### src/sv/bdcd_pkg.sv
// ----------------------------------------------------------------------------
// bdcd_pkg
// Shared types and constants of the button debounce and click detector.
// ----------------------------------------------------------------------------
package bdcd_pkg;

   localparam int unsigned TimeWidth    = 32;
   localparam int unsigned DelayWidth   = 16;
   localparam int unsigned CountWidth   = 4;
   localparam int unsigned CsrAddrWidth = 5;
   localparam int unsigned CsrDataWidth = 32;
   localparam int unsigned ReqDataWidth = 40;
   localparam int unsigned RspDataWidth = 8;

   localparam logic [DelayWidth-1:0] DebounceDelayReset = 16'd50;
   localparam logic [DelayWidth-1:0] NoiseFilterReset   = 16'd20;

   localparam logic [CountWidth-1:0] ClickMax    = 4'd15;
   localparam logic [CountWidth-1:0] ClickReport = 4'd9;

   typedef enum logic [2:0] {
      REG_DEBOUNCE_DELAY = 3'd0,
      REG_NOISE_FILTER   = 3'd1,
      REG_HOLD_TIME      = 3'd2,
      REG_MULTICLICK     = 3'd3,
      REG_BISTABLE       = 3'd4,
      REG_ACTIVE_LOW     = 3'd5
   } reg_index_type;

   typedef struct packed {
      logic [DelayWidth-1:0] debounce_delay_ms;
      logic [DelayWidth-1:0] noise_filter_ms;
      logic [DelayWidth-1:0] hold_time_ms;
      logic [DelayWidth-1:0] multiclick_time_ms;
      logic                  bistable_mode;
      logic                  active_low;
   } cfg_type;

   typedef struct packed {
      logic [CountWidth-1:0] click_count;
      logic                  hold_event;
      logic                  release_edge;
      logic                  press_edge;
      logic                  is_pressed;
   } result_type;

endpackage

### src/sv/button_debounce_click_detector.sv
// Path: an accepted sample is held in the input register, then its result is
// registered in the output register. Throughput: one sample per clock cycle
// while rsp_tready holds; the result register is free whenever it is taken.
// Reset: synchronous, active high; clears the debounce state, the valid
// flags and loads the register defaults (debounce 50, filter 20, rest 0).
// ----------------------------------------------------------------------------
// button_debounce_click_detector
// Stream wrapper with register port around the debounce and click step unit.
// ----------------------------------------------------------------------------
module button_debounce_click_detector (
   input  logic                                 clock,
   input  logic                                 reset,
   input  logic                                 csr_psel,
   input  logic                                 csr_penable,
   input  logic                                 csr_pwrite,
   input  logic [bdcd_pkg::CsrAddrWidth-1:0]    csr_paddr,
   input  logic [bdcd_pkg::CsrDataWidth-1:0]    csr_pwdata,
   output logic [bdcd_pkg::CsrDataWidth-1:0]    csr_prdata,
   output logic                                 csr_pready,
   input  logic                                 req_tvalid,
   output logic                                 req_tready,
   // Fields from bit 0: now_ms[31:0], pin_level, zero padding.
   input  logic [bdcd_pkg::ReqDataWidth-1:0]    req_tdata,
   output logic                                 rsp_tvalid,
   input  logic                                 rsp_tready,
   // Fields from bit 0: is_pressed, press_edge, release_edge, hold_event,
   // click_count[3:0].
   output logic [bdcd_pkg::RspDataWidth-1:0]    rsp_tdata
);

   bdcd_pkg::cfg_type                 cfg_ff;
   logic                              in_valid_ff;
   logic [bdcd_pkg::TimeWidth-1:0]    now_ff;
   logic                              pin_ff;
   logic                              out_valid_ff;
   bdcd_pkg::result_type              out_ff;
   bdcd_pkg::result_type              result;
   logic                              out_free;
   logic                              step_en;
   logic                              csr_write;
   logic [2:0]                        csr_index;

   assign csr_pready = 1'b1;
   assign csr_write  = csr_psel & csr_penable & csr_pwrite;
   assign csr_index  = csr_paddr[4:2];

   always_ff @(posedge clock) begin
      if (reset) begin
         cfg_ff.debounce_delay_ms  <= bdcd_pkg::DebounceDelayReset;
         cfg_ff.noise_filter_ms    <= bdcd_pkg::NoiseFilterReset;
         cfg_ff.hold_time_ms       <= '0;
         cfg_ff.multiclick_time_ms <= '0;
         cfg_ff.bistable_mode      <= 1'b0;
         cfg_ff.active_low         <= 1'b0;
      end else if (csr_write) begin
         case (csr_index)
            bdcd_pkg::REG_DEBOUNCE_DELAY: begin
               cfg_ff.debounce_delay_ms <= csr_pwdata[15:0];
            end
            bdcd_pkg::REG_NOISE_FILTER: begin
               cfg_ff.noise_filter_ms <= csr_pwdata[15:0];
            end
            bdcd_pkg::REG_HOLD_TIME: begin
               cfg_ff.hold_time_ms <= csr_pwdata[15:0];
            end
            bdcd_pkg::REG_MULTICLICK: begin
               cfg_ff.multiclick_time_ms <= csr_pwdata[15:0];
            end
            bdcd_pkg::REG_BISTABLE: begin
               cfg_ff.bistable_mode <= csr_pwdata[0];
            end
            bdcd_pkg::REG_ACTIVE_LOW: begin
               cfg_ff.active_low <= csr_pwdata[0];
            end
            default: begin
            end
         endcase
      end
   end

   always_comb begin
      csr_prdata = '0;
      case (csr_index)
         bdcd_pkg::REG_DEBOUNCE_DELAY: csr_prdata = {16'd0, cfg_ff.debounce_delay_ms};
         bdcd_pkg::REG_NOISE_FILTER:   csr_prdata = {16'd0, cfg_ff.noise_filter_ms};
         bdcd_pkg::REG_HOLD_TIME:      csr_prdata = {16'd0, cfg_ff.hold_time_ms};
         bdcd_pkg::REG_MULTICLICK:     csr_prdata = {16'd0, cfg_ff.multiclick_time_ms};
         bdcd_pkg::REG_BISTABLE:       csr_prdata = {31'd0, cfg_ff.bistable_mode};
         bdcd_pkg::REG_ACTIVE_LOW:     csr_prdata = {31'd0, cfg_ff.active_low};
         default:                      csr_prdata = '0;
      endcase
   end

   assign out_free   = ~out_valid_ff | rsp_tready;
   assign step_en    = in_valid_ff & out_free;
   assign req_tready = ~in_valid_ff | out_free;

   always_ff @(posedge clock) begin
      if (reset) begin
         in_valid_ff <= 1'b0;
      end else if (req_tready) begin
         in_valid_ff <= req_tvalid;
      end
   end

   always_ff @(posedge clock) begin
      if (req_tready && req_tvalid) begin
         now_ff <= req_tdata[31:0];
         pin_ff <= req_tdata[32];
      end
   end

   bdcd_step u_step (
      .clock     (clock),
      .reset     (reset),
      .step_en   (step_en),
      .cfg       (cfg_ff),
      .now_ms    (now_ff),
      .pin_level (pin_ff),
      .result    (result)
   );

   always_ff @(posedge clock) begin
      if (reset) begin
         out_valid_ff <= 1'b0;
      end else if (out_free) begin
         out_valid_ff <= in_valid_ff;
      end
   end

   always_ff @(posedge clock) begin
      if (step_en) begin
         out_ff <= result;
      end
   end

   assign rsp_tvalid = out_valid_ff;
   assign rsp_tdata  = out_ff;

`ifndef SYNTH
   assert property (@(posedge clock) disable iff (reset)
      rsp_tvalid |-> !(rsp_tdata[1] && rsp_tdata[2]))
      else $error("press and release edge in the same beat");

   assert property (@(posedge clock) disable iff (reset)
      (rsp_tvalid && rsp_tdata[3]) |-> (rsp_tdata[0] && rsp_tdata[7:4] == 4'd0))
      else $error("hold event while released or with a click count");

   assert property (@(posedge clock) disable iff (reset)
      rsp_tvalid |-> (rsp_tdata[7:4] <= bdcd_pkg::ClickReport))
      else $error("click count above nine");

   assert property (@(posedge clock) disable iff (reset)
      (rsp_tvalid && rsp_tdata[1]) |-> rsp_tdata[0])
      else $error("press edge without pressed level");
`endif

endmodule

### src/sv/bdcd_step.sv
// ----------------------------------------------------------------------------
// bdcd_step
// Debounce state and the per-sample update: filter, edges, hold and clicks.
// ----------------------------------------------------------------------------
module bdcd_step (
   input  logic                                clock,
   input  logic                                reset,
   input  logic                                step_en,
   input  bdcd_pkg::cfg_type                   cfg,
   input  logic [bdcd_pkg::TimeWidth-1:0]      now_ms,
   input  logic                                pin_level,
   output bdcd_pkg::result_type                result
);

   logic [bdcd_pkg::TimeWidth-1:0]  lockout_stamp_ff, lockout_stamp_in;
   logic [bdcd_pkg::TimeWidth-1:0]  filter_stamp_ff, filter_stamp_in;
   logic [bdcd_pkg::TimeWidth-1:0]  last_change_ff, last_change_in;
   logic                            candidate_ff, candidate_in;
   logic                            stable_ff, stable_in;
   logic [bdcd_pkg::CountWidth-1:0] clicks_ff, clicks_in;
   logic                            hold_done_ff, hold_done_in;

   logic [bdcd_pkg::TimeWidth-1:0]  elapsed;
   logic [bdcd_pkg::TimeWidth-1:0]  since_lockout;
   logic [bdcd_pkg::TimeWidth-1:0]  since_filter;
   logic                            pressed_level;
   logic                            changed;
   logic                            toward_press;
   logic                            pressed_now;

   assign elapsed       = now_ms - last_change_ff;
   assign since_lockout = now_ms - lockout_stamp_ff;
   assign since_filter  = now_ms - filter_stamp_ff;
   assign pressed_level = ~cfg.active_low;

   always_comb begin
      lockout_stamp_in = lockout_stamp_ff;
      filter_stamp_in  = filter_stamp_ff;
      candidate_in     = candidate_ff;
      stable_in        = stable_ff;
      changed          = 1'b0;
      if (since_lockout > {16'd0, cfg.debounce_delay_ms}) begin
         if (pin_level != stable_ff) begin
            if (pin_level != candidate_ff) begin
               candidate_in    = pin_level;
               filter_stamp_in = now_ms;
            end else if (since_filter > {16'd0, cfg.noise_filter_ms}) begin
               lockout_stamp_in = now_ms;
               stable_in        = pin_level;
               changed          = 1'b1;
            end
         end else begin
            candidate_in = stable_ff;
         end
      end
      toward_press = (pin_level == pressed_level);
      pressed_now  = (stable_in == pressed_level);
   end

   always_comb begin
      last_change_in = last_change_ff;
      clicks_in      = clicks_ff;
      hold_done_in   = hold_done_ff;
      result         = '0;
      result.is_pressed   = pressed_now;
      result.press_edge   = changed & toward_press;
      result.release_edge = changed & ~toward_press;
      if (changed) begin
         last_change_in = now_ms;
         if ((toward_press || cfg.bistable_mode) && clicks_ff != bdcd_pkg::ClickMax) begin
            clicks_in = clicks_ff + 4'd1;
         end
      end else if (!cfg.bistable_mode && pressed_now) begin
         if (clicks_ff <= 4'd1 && cfg.hold_time_ms != '0 &&
             elapsed > {16'd0, cfg.hold_time_ms} && !hold_done_ff) begin
            result.hold_event = 1'b1;
            hold_done_in      = 1'b1;
         end
      end else if (clicks_ff != '0) begin
         if (cfg.multiclick_time_ms != '0 && elapsed > {16'd0, cfg.multiclick_time_ms}) begin
            if (!hold_done_ff && clicks_ff <= bdcd_pkg::ClickReport) begin
               result.click_count = clicks_ff;
            end
            hold_done_in = 1'b0;
            clicks_in    = '0;
         end
      end
   end

   always_ff @(posedge clock) begin
      if (reset) begin
         lockout_stamp_ff <= '0;
         filter_stamp_ff  <= '0;
         last_change_ff   <= '0;
         candidate_ff     <= 1'b0;
         stable_ff        <= 1'b0;
         clicks_ff        <= '0;
         hold_done_ff     <= 1'b0;
      end else if (step_en) begin
         lockout_stamp_ff <= lockout_stamp_in;
         filter_stamp_ff  <= filter_stamp_in;
         last_change_ff   <= last_change_in;
         candidate_ff     <= candidate_in;
         stable_ff        <= stable_in;
         clicks_ff        <= clicks_in;
         hold_done_ff     <= hold_done_in;
      end
   end

endmodule
### config.mk
export PLATFORM = sky130hd
export DESIGN_NAME = button_debounce_click_detector
export DESIGN_NICKNAME = d
export VERILOG_FILES = /design/src/sv/bdcd_pkg.sv /design/src/sv/button_debounce_click_detector.sv /design/src/sv/bdcd_step.sv
export SDC_FILE = /design/constraint.sdc
export NUM_CORES = 1
export LEC_CHECK = 0
export BUFFER_PORTS_ARGS = -buffer_cell sky130_fd_sc_hd__buf_2
export CORE_ASPECT_RATIO = 1.2
export CORE_MARGIN = 2
export CORE_UTILIZATION = 45
export DETAILED_ROUTE_END_ITERATION = 6
export PLACE_DENSITY_LB_ADDON = 0.3
export SKIP_LAST_GASP = 1
export SLEW_MARGIN = 40
export SYNTH_ARGS = -nofsm -noshare
export SYNTH_HDL_FRONTEND = slang
export SYNTH_HIERARCHICAL = 1
export SYNTH_SLANG_ARGS = --single-unit
### constraint.sdc
create_clock -name clock -period 5.3 [get_ports clock]
set_clock_uncertainty 0.05 [all_clocks]
set_input_delay 0 -clock clock [delete_from_list [all_inputs] [get_ports clock]]
set_output_delay 0 -clock clock [all_outputs]
set_load 0.02 [all_outputs]
==> impl_results.md <==
- Outcome: finished with violations
- Failing checks: setup timing
- Setup ws final: -0.0671 ns
- Startpoint types: flop
- Synth warn: 6
- Share of layout cells above drive strength 1: 0.144
- Minimum clock period: between 5 and 6 ns
- Top delay family on crit path: compound AO/OA/AOI/OAI gates
- H-tree depth: 1
- Die height: 213 um
- Fmax: roughly 0.19 GHz
- Total of max-cap violations: 0
- Layout Cells excl Fill: 2616
- Iteration-0 DRC Markers: approximately 1.1k
- Total track usage: 0.256
- TritonCTS clock tree: yes
- Placer Congestion: 0.954
- CTS clk-pin slew, worst paths: 0.06 ns
- Syn-to-layout area delta: 20.4%
- Diode count: 0
- Drt pass-1 iters: 6
- Skew-Pair Late Insertion Delay: 0.56 ns
- Inst Count DP: about 2.5k
- Power density over the cells: approximately 250 mW/mm^2
- Slowest stage cell, crit path: edfxtp_1
- Num rows: 76
- Most used cell along the critical path: nand4_1
- Pin count of the biggest net entering global routing: 120
- Synth Register Bits: 212
- Worst hold start: csr_paddr[4]
- R2R Setup Slk: -0.07 ns
- Setup_tns: -0.441 ns
- Dominant cells by area after synthesis: dfxtp_1, ha_1, mux2i_1, edfxtp_1, nor2_1
- Io pins: 127
- FFs w/ async S/R, synth: 0
- Netlist cell types: 94
- Type of the tightest min-delay check: in2reg
- Dpl hpwl: 37.4 mm
- Critical path arrival: 5.72 ns
- Synth area leader: dfxtp_1
- Mapped Area: 0.0164 mm^2
- Seq/Total Area, Yosys: 0.283
- Clock buffer count from CTS: 26
- Die area: 0.0381 mm^2
- DR vias: ~15k
- Yosys top cell area share: 0.208
- Synth Flop Type: dfxtp_1
- # DRC: 0
- CTS sink cnt: around 210
- WL/cell: 19.4 um
- Crit-path cells: ha_1 -> o211ai_1 -> buf_4 -> o211ai_1 -> a21oi_1 -> xnor2_1 -> ha_1 -> nand4_1 -> nor2_1 -> a221o_1 -> o31a_1 -> a31oi_2 -> nand4_1 -> nor4_2 -> nand4_1 -> buf_6 -> buf_6 -> nand3_4 -> clkbuf_16 -> mux2i_1 -> nor2_1
- Max-slew violations: 0
- Final core utilization: 0.551
- Static leakage: 8.42 nW
- WL final: 50.9 mm
- Via density: slightly below 6
- Setup crit start: now_ff[3]
- RSZ-0062 raised after global routing: yes
- Number of setup violations in the final report: 26
- Rel. slew slack: 0.354
- Clock Tree Root: clkbuf_16
- Most frequent cells in the layout: nor2_1, inv_1, dfxtp_1, ha_1, mux2i_1
- Post-synth EDFFs: 41
- Reg2Reg Launch Point: now_ff[3]
- Syn_area_per_cell: 8.47 um^2
- Worst path bufs/invs: 4
- CP max FO: 8
- Kind of critical path: reg2reg
- Width of the die: 178 um
- Crit path required time: 5.66 ns
- Total grt overflow: 0
- Commonest non-fill, non-tap cell in the layout: nor2_1
- Period utilization: 1.01
- Number of global-route vias before repair: 14.5k
- Hold slack: 0.0517 ns
- Syn Inst Count: 1941
- Final instance area: roughly 0.020 mm^2
- Slowest stage delay, CP: around 0.51 ns
- Final Hold Vio Count: 0
- CTS Buffer Depth: 3
- Nets: 2377
- CP endpoint kind: flop
- VDD IR max: 0.278 mV
- Core area: between 0.03 and 0.04 mm^2
- PortBufs: 84
- Initial antenna violation count: 0
- Initial Utilization: 0.457
- DRT antenna net count: 0
- First-pass GRT wire length: 77.1 mm
- Worst-Margin Slew: 0.944 ns
- Placed instance area: 0.0175 mm^2
[logic make-up (layout without fill, tap and decap cells)]
group / count (synthesis) / in the layout / synth area share
muxes: 174 / 174 / 0.118
and+or+nand+nor: 591 / 591 / 0.184
DFF: 212 / 212 / 0.283
AOI/OAI and AO/OA: 445 / 445 / 0.175
other: 2 / 17 / 0.000457
buffers and inverters: 282 / 474 / 0.0749
xor gates and xnor gates: 70 / 70 / 0.0373
adders and majority gates: 165 / 165 / 0.127
[layer usage]
metal  up-vias  wire length, um  track usage
met5         -                0            0
met4         0             2440        0.114
met3       132             2550       0.0292
met2       538            24600        0.455
met1      7222            21300        0.310
li1       7278                -            -
[what timing repair did]
| item | in CTS | in global routing |
|---|---|---|
| gates resized for setup | 20 | 64 |
| cloned | 3 | 7 |
| buffers inserted | 13 | 13 |
| endpoints found under the hold margin | 135 | 0 |
| setup endpoints to repair | 106 | 110 |
| pin swaps | 11 | 27 |
| hold buffers | 59 | 0 |
[cell type report]
type | instances | area, um^2
clock buffers | 37 | 776
clock inverters | 11 | 140
fillers | 3312 | 16200
inverters | 185 | 694
multi-input cells | 1462 | 10900
flip-flops and latches | 212 | 4650
well taps | 468 | 586
repair buffers | 241 | 2010
[flip-flops by register name, summed over array words and instances, names as in the netlist]
register                 count
u_step/candidate_ff          1
u_step/clicks_ff             4
u_step/filter_stamp_ff      32
rsp_tdata                    8
u_step/stable_ff             1
in_valid_ff                  1
u_step/hold_done_ff          1
cfg_ff                      66
pin_ff                       1
rsp_tvalid                   1
u_step/lockout_stamp_ff     32
now_ff                      32
u_step/last_change_ff       32
[worst paths after layout]
| check | depth (start not counted) | end |
|---|---|---|
| worst max-delay path | 21 | u_step/filter_stamp_ff[3] |
| worst min-delay path | 4 | cfg_ff[1] |
| worst max register to register | 21 | u_step/filter_stamp_ff[3] |
| worst min register to register | 2 | u_step/lockout_stamp_ff[24] |
[cell usage after synthesis (37+ instances only)]
library cell	count
nand2b_1	73
edfxtp_1	41
ha_1	162
clkbuf_1	53
nand4_1	43
nand2_1	95
inv_1	184
a21oi_1	128
o21ai_0	108
nor2b_1	52
nor2_1	199
mux2i_1	154
xnor2_1	46
dfxtp_1	171
a21o_1	37
[worst reg2reg max path, stage by stage, from the launching register on]
cell and delay, ns:
edfxtp_1 0.51, ha_1 0.40, o211ai_1 0.37, buf_4 0.19, o211ai_1 0.16, a21oi_1 0.32
xnor2_1 0.22, ha_1 0.29, nand4_1 0.14, nor2_1 0.06, a221o_1 0.36, o31a_1 0.35
a31oi_2 0.18, nand4_1 0.13, nor4_2 0.33, nand4_1 0.16, buf_6 0.17, buf_6 0.13
nand3_4 0.18, clkbuf_16 0.24, mux2i_1 0.24, nor2_1 0.07
[metrics by stage]
stage / power [W] / setup slack (ns)
finish: 0.00489 / -0.0671
global route: 0.00512 / -0.316
CTS: 0.00486 / 0.0000342
detailed placement: 0.00289 / -0.150
global placement: 0.00286 / -0.0283
floorplan: 0.00256 / 0.267
[power by group]
group	switching, W	internal, W	total [W]
sequential	0.0000541	0.00169	0.00174
combinational	0.000711	0.000529	0.00124
clock	0.000740	0.00117	0.00191
total	0.00151	0.00339	0.00489
Note: power is estimated with default switching activity, not from simulation.
